**src/design/nbr_ram.sv**
```systemverilog
// Generic single-write, single-read RAM with registered read data.
`timescale 1ns / 1ps
module nbr_ram #(
  parameter int WIDTH = 8,
  parameter int DEPTH = 256
) (
  input  logic                     clk,
  input  logic                     we,
  input  logic [$clog2(DEPTH)-1:0] waddr,
  input  logic [WIDTH-1:0]         wdata,
  input  logic [$clog2(DEPTH)-1:0] raddr,
  output logic [WIDTH-1:0]         rdata
);

  logic [WIDTH-1:0] mem [DEPTH];

  always_ff @(posedge clk) begin
    if (we) begin
      mem[waddr] <= wdata;
    end
    rdata <= mem[raddr];
  end

endmodule

```
**config.mk**
```make
export PLATFORM = sky130hd
export DESIGN_NAME = nbr_ram
export DESIGN_NICKNAME = d
export VERILOG_FILES = /design/src/design/nbr_ram.sv
export SDC_FILE = /design/constraint.sdc
export NUM_CORES = 2
export LEC_CHECK = 0
export ABC_CLOCK_PERIOD_IN_PS = 1890
export BUFFER_PORTS_ARGS = -buffer_cell sky130_fd_sc_hd__buf_4
export CORE_MARGIN = 1
export CORE_UTILIZATION = 44
export DETAILED_ROUTE_END_ITERATION = 8
export GPL_TIMING_DRIVEN = 0
export PLACE_DENSITY = 0.63
export SYNTH_ARGS = -nofsm -noshare
export SYNTH_HDL_FRONTEND = slang
export SYNTH_SLANG_ARGS = --single-unit
```
**constraint.sdc**
```tcl
create_clock -name clk -period 1.89 [get_ports clk]
set_clock_uncertainty 0.05 [all_clocks]
set_input_delay 0.0945 -clock clk [delete_from_list [all_inputs] [get_ports clk]]
set_output_delay 0.0945 -clock clk [all_outputs]
set_load 0.1 [all_outputs]
```
==> flow_summary.json <==
{
  "status": "complete, but fails checks",
  "failed_checks": "negative setup slack",
  "cp_max_fo": 10,
  "cp.required_ns": 2.51,
  "fmax_ghz": 0.375,
  "worst_pin_slew_ns": 1.26,
  "async_reset_ff_frac": 0,
  "min_path_type": "input pin to flip-flop",
  "ios": 34,
  "mostFrequentLayoutCells": "edfxtp_1 (2,048), mux4_2 (455), clkbuf_16 (205)",
  "total_power_w": 0.0957,
  "crit_arrival_ns": 3.29,
  "hold_viol_final": 0,
  "wl_per_cell_um": 36.8,
  "finalSetupViolations": 216,
  "drc": 0,
  "vdd_drop_max_mv": 1.02,
  "setup_ws_ns": -0.777,
  "ys_seq_area_frac": 0.775,
  "synth_enable_flop_cells": 2048,
  "cap_violations": 0,
  "start_util": 0.444,
  "gp_congestion": 0.932,
  "slew_headroom": 0.158,
  "cts_tree": "built",
  "cts-root-buf": "clkbuf_16",
  "num_vias": 41587,
  "fin_crit_ns": 2.67,
  "antenna_found_initial": 9,
  "cts_buffer_depth": 3,
  "rows": 155,
  "yosys_warnings": 0,
  "die_height_um": 427,
  "drive_gt1_frac": 0.302,
  "syn-num-nets": 3759,
  "place_area_um2": 83400,
  "rsz0062_at_grt": "true",
  "numPortBuffers": 26,
  "numClockSinks": 2056,
  "grt_usage": 0.264,
  "ys_seq_elements": 2056,
  "end_kind": "flip-flop",
  "drv_slew": 0,
  "die-area_um2": 183000,
  "grt_pass1_wl_mm": 328,
  "mostFrequentLayoutCell": "edfxtp_1",
  "drt-total-wl_mm": 240,
  "finalCritPeriodShare": 1.41,
  "clkLatencyLatePin_ns": 0.85,
  "clk_pin_slew_ns": 0.06,
  "grt_pass1_vias": 40755,
  "dp_hpwl_mm": 157,
  "synth_ff_type": "edfxtp_1",
  "h-tree-depth": 4,
  "overflow": 0,
  "critPathLaunchType": "input pin",
  "power_leakage_nw": 28.0,
  "vias_per_cell": 6.38,
  "drt_pre_antenna_iters": 6,
  "powerDensity_nw_per_um2": 1040,
  "syn_to_final_growth_pct": 15.8,
  "drt-initial-drc-count": 6435,
  "synth_area_per_cell_um2": 21.3,
  "fin_area_um2": 92100,
  "cts_made_buffers": 202,
  "syn_area_um2": 79600,
  "fp.coreArea_um2": 179000,
  "fill_cells": 13895,
  "nets": 4019,
  "ant_nets": 0,
  "grt_max_degree": 165,
  "synth_cells": 3733,
  "ys_types": 55,
  "rrSetupSlack_ns": -0.66,
  "critPathKind": "input pin to flip-flop",
  "die_w_um": 427
}
==> logic make-up after synthesis <==
kind of cell	Yosys count	synth area share
flip-flops	2056	0.775
multiplexers	591	0.146
AND/OR/NAND/NOR	466	0.0263
AO/OA/AOI/OAI	385	0.0342
buffers and inverters	235	0.0183
==> synth_stat cells, types with 8 or more instances <==
| cell type | count | area [um^2] |
|---|---|---|
| mux4_2 | 454 | 10200 |
| nand2b_1 | 8 | 50.1 |
| o21ai_0 | 10 | 50.1 |
| a221oi_1 | 13 | 114 |
| o221ai_1 | 46 | 403 |
| nor4_1 | 24 | 150 |
| buf_6 | 21 | 236 |
| nand3_1 | 34 | 170 |
| o211ai_1 | 10 | 75.1 |
| nor2b_1 | 31 | 194 |
| clkbuf_1 | 111 | 417 |
| nand4_1 | 10 | 62.6 |
| edfxtp_1 | 2048 | 61500 |
| a211oi_1 | 16 | 120 |
| buf_12 | 8 | 160 |
| dfxtp_1 | 8 | 160 |
| mux2i_1 | 134 | 1340 |
| buf_8 | 13 | 195 |
| buf_2 | 31 | 155 |
| nor3_1 | 22 | 110 |
| a22o_1 | 8 | 70.1 |
| a21oi_1 | 96 | 480 |
| a22oi_1 | 133 | 998 |
| nand2_1 | 33 | 124 |
| buf_1 | 22 | 82.6 |
| o22ai_1 | 28 | 175 |
| buf_4 | 27 | 203 |
| nor2_1 | 282 | 1060 |
==> critical path, cell delays in order <==
cell	delay [ns]
buf_4	0.12
buf_2	0.42
and2_2	0.54
clkbuf_2	0.56
a22oi_1	0.21
a21oi_1	0.54
nor4_4	0.20
nor4_4	0.57
==> report_power, final <==
| group | switching, W | internal [W] |
|---|---|---|
| registers | 0.0000315 | 0.0503 |
| clock network | 0.0174 | 0.0219 |
| logic | 0.00423 | 0.00188 |
| total | 0.0217 | 0.0740 |
==> state kept, by name (all words and copies together), names as in the netlist <==
name	count
mem	2048
rdata	8
==> path summary, 6_finish.rpt <==
check | to | from | cells past startpoint
worst max register to register | rdata[4] | mem[135][4] | 6
worst min register to register | rdata[5] | mem[72][5] | 5
worst max-delay path | rdata[1] | raddr[3] | 8
worst min-delay path | mem[238][5] | waddr[6] | 3
==> layout make-up <==
type	count	area (um^2)	share of cell area
inverters	2	7.51	0.0000815
well taps	2355	2950	0.0320
flip-flops and latches	2056	61700	0.669
plain buffers	232	1970	0.0213
diodes	5	12.5	0.000136
multi-input cells	1442	18500	0.201
clock buffers	258	5330	0.0578
repair buffers	57	706	0.00766
clock inverters	114	1020	0.0111
==> metal layers <==
layer / vias to the layer above / global-route usage / part of all wire
met2: 2610 / 0.410 / 0.47
met4: 2 / 0.111 / 0.049
li1: 16293 / - / -
met3: 508 / 0.0672 / 0.11
met1: 22174 / 0.357 / 0.37
met5: - / 0 / 0.000054
==> timing repair <==
action | 4_1_cts | 5_1_grt
endpoints found under the setup margin | 1378 | 1026
resized for setup | 435 | 167
setup buffers | 8 | 0
pin swaps | 21 | 22
hold buffers | 9 | 3
endpoints found under the hold margin | 1022 | 32
==> stage by stage <==
step / setup WS (ns) / util / TNS (ns) / cells / hold WS, ns
3_3_place_gp: -3.51 / 0.464 / -4014.71 / 6114 / 0.549
4_1_cts: -0.652 / 0.511 / -8.87 / 6513 / 0.0195
6_report: -0.777 / 0.515 / -11.17 / 6521 / 0.0465
5_1_grt: -0.651 / 0.515 / -7.53 / 6517 / 0.00742
2_1_floorplan: -0.0733 / - / -49.30 / 3733 / 0.143
3_5_place_dp: -3.08 / 0.466 / -2221.64 / 6125 / 0.363
Power figures use the tool's default switching activity.
