--- src/design/nbr_pkg.sv ---
// Shared types, constants and codes for the navigation bitmap rasterizer.
`timescale 1ns / 1ps
package nbr_pkg;

  localparam int MAX_WIDTH  = 256;
  localparam int MAX_DEPTH  = 256;
  localparam int LINE_BYTES = (MAX_WIDTH + 7) / 8;
  localparam int H_DEPTH    = MAX_WIDTH * MAX_DEPTH;
  localparam int W_DEPTH    = LINE_BYTES * MAX_DEPTH;
  localparam int HA         = $clog2(H_DEPTH);
  localparam int WA         = $clog2(W_DEPTH);
  localparam int MAX_DIM    = (MAX_WIDTH > MAX_DEPTH) ? MAX_WIDTH : MAX_DEPTH;
  // coordinate width: holds any in-grid value and the exclusive bound
  localparam int CW         = ($clog2(MAX_DIM + 1) > 9) ? $clog2(MAX_DIM + 1) : 9;
  localparam int SW         = 18;

  localparam int WALK_MIN   = 127;
  localparam int WALK_MAX   = 129;
  localparam int HEIGHT_TOP = 255;
  localparam int BIT_MASK   = 7;

  localparam logic [2:0] OP_CLEAR = 3'd0;
  localparam logic [2:0] OP_BOX   = 3'd1;
  localparam logic [2:0] OP_BUILD = 3'd2;
  localparam logic [2:0] OP_BLIT  = 3'd3;
  localparam logic [2:0] OP_QUERY = 3'd4;

  localparam logic [1:0] CFG_WIDTH  = 2'd0;
  localparam logic [1:0] CFG_DEPTH  = 2'd1;
  localparam logic [1:0] CFG_EXTEND = 2'd2;

  typedef struct packed {
    logic [2:0]         operation;
    logic signed [15:0] x_low;
    logic signed [15:0] x_high;
    logic signed [15:0] z_low;
    logic signed [15:0] z_high;
    logic signed [15:0] y_low;
    logic signed [15:0] y_high;
    logic               fill_value;
  } req_t;

  typedef struct packed {
    logic walkable;
    logic op_done;
  } res_t;

  typedef struct packed {
    logic [CW-1:0] x_lo;
    logic [CW-1:0] x_hi;
    logic [CW-1:0] z_lo;
    logic [CW-1:0] z_hi;
    logic [7:0]    top;
    logic          box_hit;
    logic          empty;
    logic          in_grid;
    logic [CW-1:0] qx;
    logic [CW-1:0] qz;
  } bnd_t;

  typedef struct packed {
    logic          we;
    logic [HA-1:0] waddr;
    logic [7:0]    wdata;
    logic [HA-1:0] raddr;
  } hreq_t;

  typedef struct packed {
    logic          we;
    logic [WA-1:0] waddr;
    logic [7:0]    wdata;
    logic [WA-1:0] raddr;
  } wreq_t;

  typedef enum logic [3:0] {
    S_INIT, S_IDLE, S_SETUP, S_CLEAR, S_BOX_RD, S_BOX_WR, S_BUILD,
    S_BUILD_END, S_BLIT_RD, S_BLIT_WR, S_QUERY_RD, S_QUERY_WAIT, S_DONE
  } state_t;

endpackage

--- src/design/nbr_bounds.sv ---
// Bounds unit: extends, clamps and clips a request's box or rectangle, and checks a query cell against the grid.
`timescale 1ns / 1ps
module nbr_bounds import nbr_pkg::*; (
  input  req_t          req,
  input  logic [CW-1:0] w_eff,
  input  logic [CW-1:0] d_eff,
  input  logic [7:0]    extend,
  output bnd_t          bnd
);

  localparam logic signed [SW-1:0] TOP_S = SW'(HEIGHT_TOP);

  logic signed [SW-1:0] x0, x1, z0, z1, y0, y1, ws, ds, es;
  logic signed [SW-1:0] xe, ze, xl, zl, xh, zh;

  always_comb begin
    x0 = SW'(req.x_low);
    x1 = SW'(req.x_high);
    z0 = SW'(req.z_low);
    z1 = SW'(req.z_high);
    y0 = SW'(req.y_low);
    y1 = SW'(req.y_high);
    ws = $signed(SW'(w_eff));
    ds = $signed(SW'(d_eff));
    es = $signed(SW'(extend));
    xe = x0 - es;
    ze = z0 - es;
    xl = (xe < 0) ? '0 : xe;
    zl = (ze < 0) ? '0 : ze;
    xh = (x1 < ws) ? x1 : ws;
    zh = (z1 < ds) ? z1 : ds;

    bnd.x_lo    = xl[CW-1:0];
    bnd.z_lo    = zl[CW-1:0];
    bnd.x_hi    = xh[CW-1:0];
    bnd.z_hi    = zh[CW-1:0];
    bnd.empty   = (xl >= xh) || (zl >= zh);
    bnd.box_hit = (x0 < ws) && (x1 > 0) && (z0 < ds) && (z1 > 0) &&
                  (y0 < TOP_S) && (y1 > 0);
    bnd.top     = (y1 > TOP_S) ? 8'(HEIGHT_TOP) : y1[7:0];
    bnd.in_grid = (x0 >= 0) && (z0 >= 0) && (x0 < ws) && (z0 < ds);
    bnd.qx      = x0[CW-1:0];
    bnd.qz      = z0[CW-1:0];
  end

endmodule

--- src/design/nbr_seq.sv ---
// Sequencer: walks cells and bitmap bytes through the two RAM ports.
`timescale 1ns / 1ps
module nbr_seq import nbr_pkg::*; (
  input  logic       clk,
  input  logic       rst,
  input  logic       accept,
  input  req_t       req,
  input  logic [8:0] grid_width,
  input  logic [8:0] grid_depth,
  input  logic [7:0] extend,
  input  logic       res_free,
  output logic       idle,
  output logic       res_valid,
  output res_t       res,
  output hreq_t      h_req,
  input  logic [7:0] h_rdata,
  output wreq_t      w_req,
  input  logic [7:0] w_rdata
);

  state_t        state, state_next;
  req_t          req_r;
  bnd_t          bnd, bnd_c;
  logic [CW-1:0] w_eff, d_eff;
  logic [CW-1:0] cx, cz, bx_last;
  logic [HA-1:0] cnt;
  logic          p_valid;
  logic [CW-1:0] p_x, p_z;
  logic [7:0]    acc, acc_next;
  logic          p_bit;
  logic          walk_r, done_r;
  logic          box_last, blit_last, build_last, sweep_last;
  logic [7:0]    bmask;
  logic [CW+2:0] bpos;

  assign w_eff = (32'(grid_width) > MAX_WIDTH) ? CW'(MAX_WIDTH) : CW'(grid_width);
  assign d_eff = (32'(grid_depth) > MAX_DEPTH) ? CW'(MAX_DEPTH) : CW'(grid_depth);

  nbr_bounds u_bounds (
    .req    (req_r),
    .w_eff  (w_eff),
    .d_eff  (d_eff),
    .extend (extend),
    .bnd    (bnd_c)
  );

  assign sweep_last = (cnt == HA'(H_DEPTH - 1));
  assign box_last   = (CW'(cx + 1'b1) >= bnd.x_hi) && (CW'(cz + 1'b1) >= bnd.z_hi);
  assign blit_last  = (cx == bx_last) && (CW'(cz + 1'b1) >= bnd.z_hi);
  assign build_last = (cx == CW'(MAX_WIDTH - 1)) && (cz == CW'(MAX_DEPTH - 1));

  // bit mask of the rectangle within the current bitmap byte
  always_comb begin
    bmask = '0;
    bpos  = '0;
    for (int k = 0; k < 8; k++) begin
      bpos     = {cx, 3'(k)};
      bmask[k] = (bpos >= (CW + 3)'(bnd.x_lo)) && (bpos < (CW + 3)'(bnd.x_hi));
    end
  end

  // build pipeline: the height read on the previous cycle lands in the byte accumulator
  always_comb begin
    p_bit    = (h_rdata >= 8'(WALK_MIN)) && (h_rdata <= 8'(WALK_MAX)) &&
               (p_x < w_eff) && (p_z < d_eff);
    acc_next = ((p_x[2:0] == 3'd0) ? 8'b0 : acc) | (8'(p_bit) << p_x[2:0]);
  end

  always_comb begin
    state_next = state;
    unique case (state)
      S_INIT:       if (sweep_last) state_next = S_IDLE;
      S_IDLE:       if (accept) state_next = S_SETUP;
      S_SETUP: begin
        unique case (req_r.operation)
          OP_CLEAR: state_next = S_CLEAR;
          OP_BOX:   state_next = (bnd_c.box_hit && !bnd_c.empty) ? S_BOX_RD : S_DONE;
          OP_BUILD: state_next = S_BUILD;
          OP_BLIT:  state_next = bnd_c.empty ? S_DONE : S_BLIT_RD;
          OP_QUERY: state_next = bnd_c.in_grid ? S_QUERY_RD : S_DONE;
          default:  state_next = S_DONE;
        endcase
      end
      S_CLEAR:      if (sweep_last) state_next = S_DONE;
      S_BOX_RD:     state_next = S_BOX_WR;
      S_BOX_WR:     state_next = box_last ? S_DONE : S_BOX_RD;
      S_BUILD:      if (build_last) state_next = S_BUILD_END;
      S_BUILD_END:  state_next = S_DONE;
      S_BLIT_RD:    state_next = S_BLIT_WR;
      S_BLIT_WR:    state_next = blit_last ? S_DONE : S_BLIT_RD;
      S_QUERY_RD:   state_next = S_QUERY_WAIT;
      S_QUERY_WAIT: state_next = S_DONE;
      S_DONE:       if (res_free) state_next = S_IDLE;
      default:      state_next = S_INIT;
    endcase
  end

  always_comb begin
    idle          = (state == S_IDLE);
    res_valid     = (state == S_DONE) && res_free;
    res.walkable  = walk_r;
    res.op_done   = done_r;
    h_req.we      = 1'b0;
    h_req.waddr   = HA'(cz) * HA'(MAX_WIDTH) + HA'(cx);
    h_req.wdata   = bnd.top;
    h_req.raddr   = HA'(cz) * HA'(MAX_WIDTH) + HA'(cx);
    w_req.we      = 1'b0;
    w_req.waddr   = WA'(cz) * WA'(LINE_BYTES) + WA'(cx);
    w_req.wdata   = req_r.fill_value ? (w_rdata | bmask) : (w_rdata & ~bmask);
    w_req.raddr   = WA'(cz) * WA'(LINE_BYTES) + WA'(cx);
    unique case (state)
      S_INIT: begin
        h_req.we    = 1'b1;
        h_req.waddr = cnt;
        h_req.wdata = '0;
        w_req.we    = (32'(cnt) < W_DEPTH);
        w_req.waddr = cnt[WA-1:0];
        w_req.wdata = '0;
      end
      S_CLEAR: begin
        h_req.we    = 1'b1;
        h_req.waddr = cnt;
        h_req.wdata = '0;
      end
      S_BOX_WR: h_req.we = (h_rdata < bnd.top);
      S_BUILD, S_BUILD_END: begin
        w_req.we    = p_valid && ((p_x[2:0] == 3'(BIT_MASK)) ||
                                  (p_x == CW'(MAX_WIDTH - 1)));
        w_req.waddr = WA'(p_z) * WA'(LINE_BYTES) + WA'(p_x >> 3);
        w_req.wdata = acc_next;
      end
      S_BLIT_WR: w_req.we = 1'b1;
      default: ;
    endcase
  end

  always_ff @(posedge clk) begin
    if (rst) begin
      state   <= S_INIT;
      cnt     <= '0;
      p_valid <= 1'b0;
    end else begin
      state   <= state_next;
      p_valid <= (state == S_BUILD);
      if (state == S_INIT || state == S_CLEAR) begin
        cnt <= cnt + 1'b1;
      end
    end
  end

  always_ff @(posedge clk) begin
    p_x <= cx;
    p_z <= cz;
    if (p_valid) begin
      acc <= acc_next;
    end
    unique case (state)
      S_IDLE: if (accept) req_r <= req;
      S_SETUP: begin
        bnd     <= bnd_c;
        walk_r  <= 1'b0;
        done_r  <= (req_r.operation <= OP_QUERY);
        bx_last <= CW'((bnd_c.x_hi - 1'b1) >> 3);
        unique case (req_r.operation)
          OP_BOX: begin
            cx <= bnd_c.x_lo;
            cz <= bnd_c.z_lo;
          end
          OP_BLIT: begin
            cx <= bnd_c.x_lo >> 3;
            cz <= bnd_c.z_lo;
          end
          OP_QUERY: begin
            cx <= bnd_c.qx >> 3;
            cz <= bnd_c.qz;
          end
          default: begin
            cx <= '0;
            cz <= '0;
          end
        endcase
      end
      S_BOX_WR: begin
        if (CW'(cx + 1'b1) < bnd.x_hi) begin
          cx <= cx + 1'b1;
        end else begin
          cx <= bnd.x_lo;
          cz <= cz + 1'b1;
        end
      end
      S_BLIT_WR: begin
        if (cx != bx_last) begin
          cx <= cx + 1'b1;
        end else begin
          cx <= bnd.x_lo >> 3;
          cz <= cz + 1'b1;
        end
      end
      S_BUILD: begin
        if (cx == CW'(MAX_WIDTH - 1)) begin
          cx <= '0;
          cz <= cz + 1'b1;
        end else begin
          cx <= cx + 1'b1;
        end
      end
      S_QUERY_WAIT: walk_r <= w_rdata[bnd.qx[2:0]];
      default: ;
    endcase
  end

  a_idle_no_write: assert property (@(posedge clk) disable iff (rst)
    state == S_IDLE |-> !h_req.we && !w_req.we)
    else $error("RAM write while idle");

  a_box_pairs: assert property (@(posedge clk) disable iff (rst)
    state == S_BOX_WR |-> $past(state) == S_BOX_RD)
    else $error("box write without preceding read");

  a_build_flush: assert property (@(posedge clk) disable iff (rst)
    state == S_BUILD_END |=> state == S_DONE)
    else $error("build flush did not finish");

  a_accept_idle: assert property (@(posedge clk) disable iff (rst)
    accept |-> state == S_IDLE)
    else $error("request accepted while busy");

endmodule

--- config.mk ---
export PLATFORM = sky130hd
export DESIGN_NAME = nbr_seq
export DESIGN_NICKNAME = d
export VERILOG_FILES = /design/src/design/nbr_pkg.sv /design/src/design/nbr_bounds.sv /design/src/design/nbr_seq.sv
export SDC_FILE = /design/constraint.sdc
export NUM_CORES = 1
export LEC_CHECK = 0
export BUFFER_PORTS_ARGS = -buffer_cell sky130_fd_sc_hd__buf_2
export CAP_MARGIN = 0
export CELL_PAD_IN_SITES_DETAIL_PLACEMENT = 1
export CELL_PAD_IN_SITES_GLOBAL_PLACEMENT = 2
export CORE_MARGIN = 4
export CORE_UTILIZATION = 36
export CTS_CLUSTER_DIAMETER = 100
export DETAILED_ROUTE_END_ITERATION = 8
export PLACE_DENSITY = 0.78
export SLEW_MARGIN = 20
export SYNTH_ARGS = -nofsm -noshare
export SYNTH_HDL_FRONTEND = slang
export SYNTH_SLANG_ARGS = --single-unit
--- constraint.sdc ---
create_clock -name clk -period 5.9 [get_ports clk]
set_input_delay 0.885 -clock clk [delete_from_list [all_inputs] [get_ports clk]]
set_output_delay 0.885 -clock clk [all_outputs]
set_load 0.05 [all_outputs]
==> reports/qor.txt <==
Yosys warning total: 0
setup repair bufs after CTS: 0
initial antenna violation count: 4
final wirelength: 46660 um
# IOs: 226
kind of cell adding the most delay to the critical path: compound AO/OA/AOI/OAI gates
Final Non-Filler Cells: 2131
nets: 1900
mapped cell area: 13920 um2
grt total ovfl: 0
vias in the first global route: 12143
worst hold path class: flop to flop
Clock Sinks: 211
Syn Area/Cell: 9.990 um2
Slowest-stage cell, CP: o21ai_0
die extent in y: 204.6 um
most numerous cell in the Yosys netlist: edfxtp_1
initial core utilization: 36.69%
unrepaired setup endpoints after global routing: false
Seq/Total Area, Yosys: 42.73%
relative slew slack: 39.07%
Clock Latency Late Sink: 540 ps
area grow syn2layout: 16.92%
layout cell share with drive strength beyond 1: 19.65%
GP Congestion: 0.8736
Worst-Margin Slew: 906.9 ps
PnR worst setup slack: 1026 ps
register area: 5946 um2
PwrDens: 412.8 nW/um2
IO buf count: 225
DRC: 0
Avg WL per Cell: 21.90 um
clk_skew: 14.51 ps
largest family of logic cells by synthesized area: simple AND/OR/NAND/NOR gates
pre-CTS WS: 598.4 ps
Max Freq: 0.2052 GHz
xor/xnor cell area share of the yosys netlist: 4.406%
Final TNS setup: 0 ps
Commonest cells post-synth: edfxtp_1 (172), ha_1 (151), nor2_1 (125)
CTS Buf Count: 25
Max Fanout on Critical Path: 12
Adder-Cell Fraction of Synth Area: 14.01%
Initial DRC Count: 597
Worst setup EP type: output port
final hold vios: 0
Async S/R FF share, synth: 0%
final period utilization: 82.61%
Die Area: 41870 um2
core area: 37930 um2
Total Power: 6.716 mW
Detail Route Antenna Nets: 0
estimated wirelength of the detail-placed design: 37940 um
Global Route Usage Sum: 21.94%
Post-synth top flop: edfxtp_1
Slew Viols, Final: 0
top cells by area, synth: edfxtp_1 (37%), ha_1 (14%), dfxtp_1 (5.6%)
Max-Cap Viols: 0
area leader, netlist: edfxtp_1
num rows: 71
total placed cells including tap cells: 2084
vias post-DR: 11456
Compound-Gate Fraction of Synth Area: 13.65%
EDFF count, synth: 172
Max IR drop VDD: 0.0002339 V
clock slew at reported path FFs: 60 ps
CTS Hold Bufs: 0
Post-Route Utilization: 42.89%
Placed Area: 15490 um2
Worst Path Buf+Inv: 4
first-pass GRT wire length: 71620 um
Chip Width: 204.6 um
run status: complete, no violations
CTS resizes: 0
Critical Path Source Type: input port
vias per cell: 5.376
Fillers: 4347
post-synthesis sequential element count: 211
H-tree depth: 1
CTS tree: done
clock root cell: clkbuf_16
Finish-stage setup viols: 0
final hold slack: 421.5 ps
minimum clock period: 4874 ps
Syn Nets: 1693
Yosys cell types: 80
Max clock buf depth: 3
Final Cell Area: 16270 um2
Setup CP Type: input port to output port
area of the multi-input gates: 7333 um2
multiplexer area fraction after synthesis: 2.553%
area share of the largest cell type after synthesis: 37.12%
largest net degree at the start of global routing: 62
gate count after technology mapping: 1393
CP required: 5020 ps
CP peak stage delay: 460 ps
Synth Area in Simple Gates: 17.98%
First-pass DRT Iterations: 5
Pleak: 6.872 nW
critical path cell sequence: buf_2 > inv_1 > nand2_1 > ha_1 > nor2b_1 > o21ai_0 > nand4_1 > a211oi_1 > buf_4 > nand2_1 > o41ai_1 > buf_2
Arr. time, crit path: 3990 ps
==> cell families after synthesis <==
logic type / count (synthesis)
mux: 32
buf+inv: 157
simple gates: 495
flops: 211
xor+xnor: 70
compound gates: 274
fa+ha+maj: 154
==> registers in the layout, indices dropped and copies added, names as in the netlist <==
name     count
p_z          9
state        4
cz           9
cx           9
p_x          9
bx_last      6
cnt         16
acc          8
p_valid      1
walk_r       1
req_r      100
done_r       1
bnd         38
==> metal layers <==
metal / vias up / track usage [%] / part of all wire [%]
li1: 5507 / - / -
met1: 5596 / 29.28 / 45
met2: 283 / 37.11 / 47
met3: 64 / 4.243 / 5.1
met4: 6 / 4.977 / 2.2
met5: - / 0 / 0.062
==> worst paths after layout <==
path	start	to	cells after the start	slack, ps
worst max-delay path	grid_width[8]	w_req[19]	12	1030
worst min-delay path	cz[8]	p_z[8]	0	420
worst max register to register	req_r[65]	state[3]	18	1280
worst min register to register	cz[8]	p_z[8]	0	420
==> report_power, final <==
part | total (mW) | internal [mW] | leakage (nW) | switching, mW
clock network | 1.46 | 0.845 | 0.378 | 0.616
registers | 2.25 | 1.92 | 1.89 | 0.328
logic | 3.00 | 0.868 | 4.60 | 2.14
==> final cells by class <==
type	instances	share of cell area, %
Antenna cell	2	0.03076
Clock buffer	36	4.414
Clock inverter	9	0.3460
Inverter	105	2.422
Multi-Input combinational cell	1025	45.07
Sequential cell	211	36.54
Tap cell	511	3.930
Timing Repair Buffer	232	7.244
==> cells in the final DEF (no fill, tap or decap), drive strengths merged, types with 23 or more instances in the layout <==
master  instances
inv           104
a21o           24
nor2          126
edfxtp        172
nand4          23
nor2b          44
nand2b         29
nor3           28
o21ai          55
dfxtp          39
xor2           28
nor4           23
ha            151
nand2         113
xnor2          42
clkbuf         36
nand3          39
a21oi          68
buf           232
No activity file was read; power rests on OpenSTA's default activity.
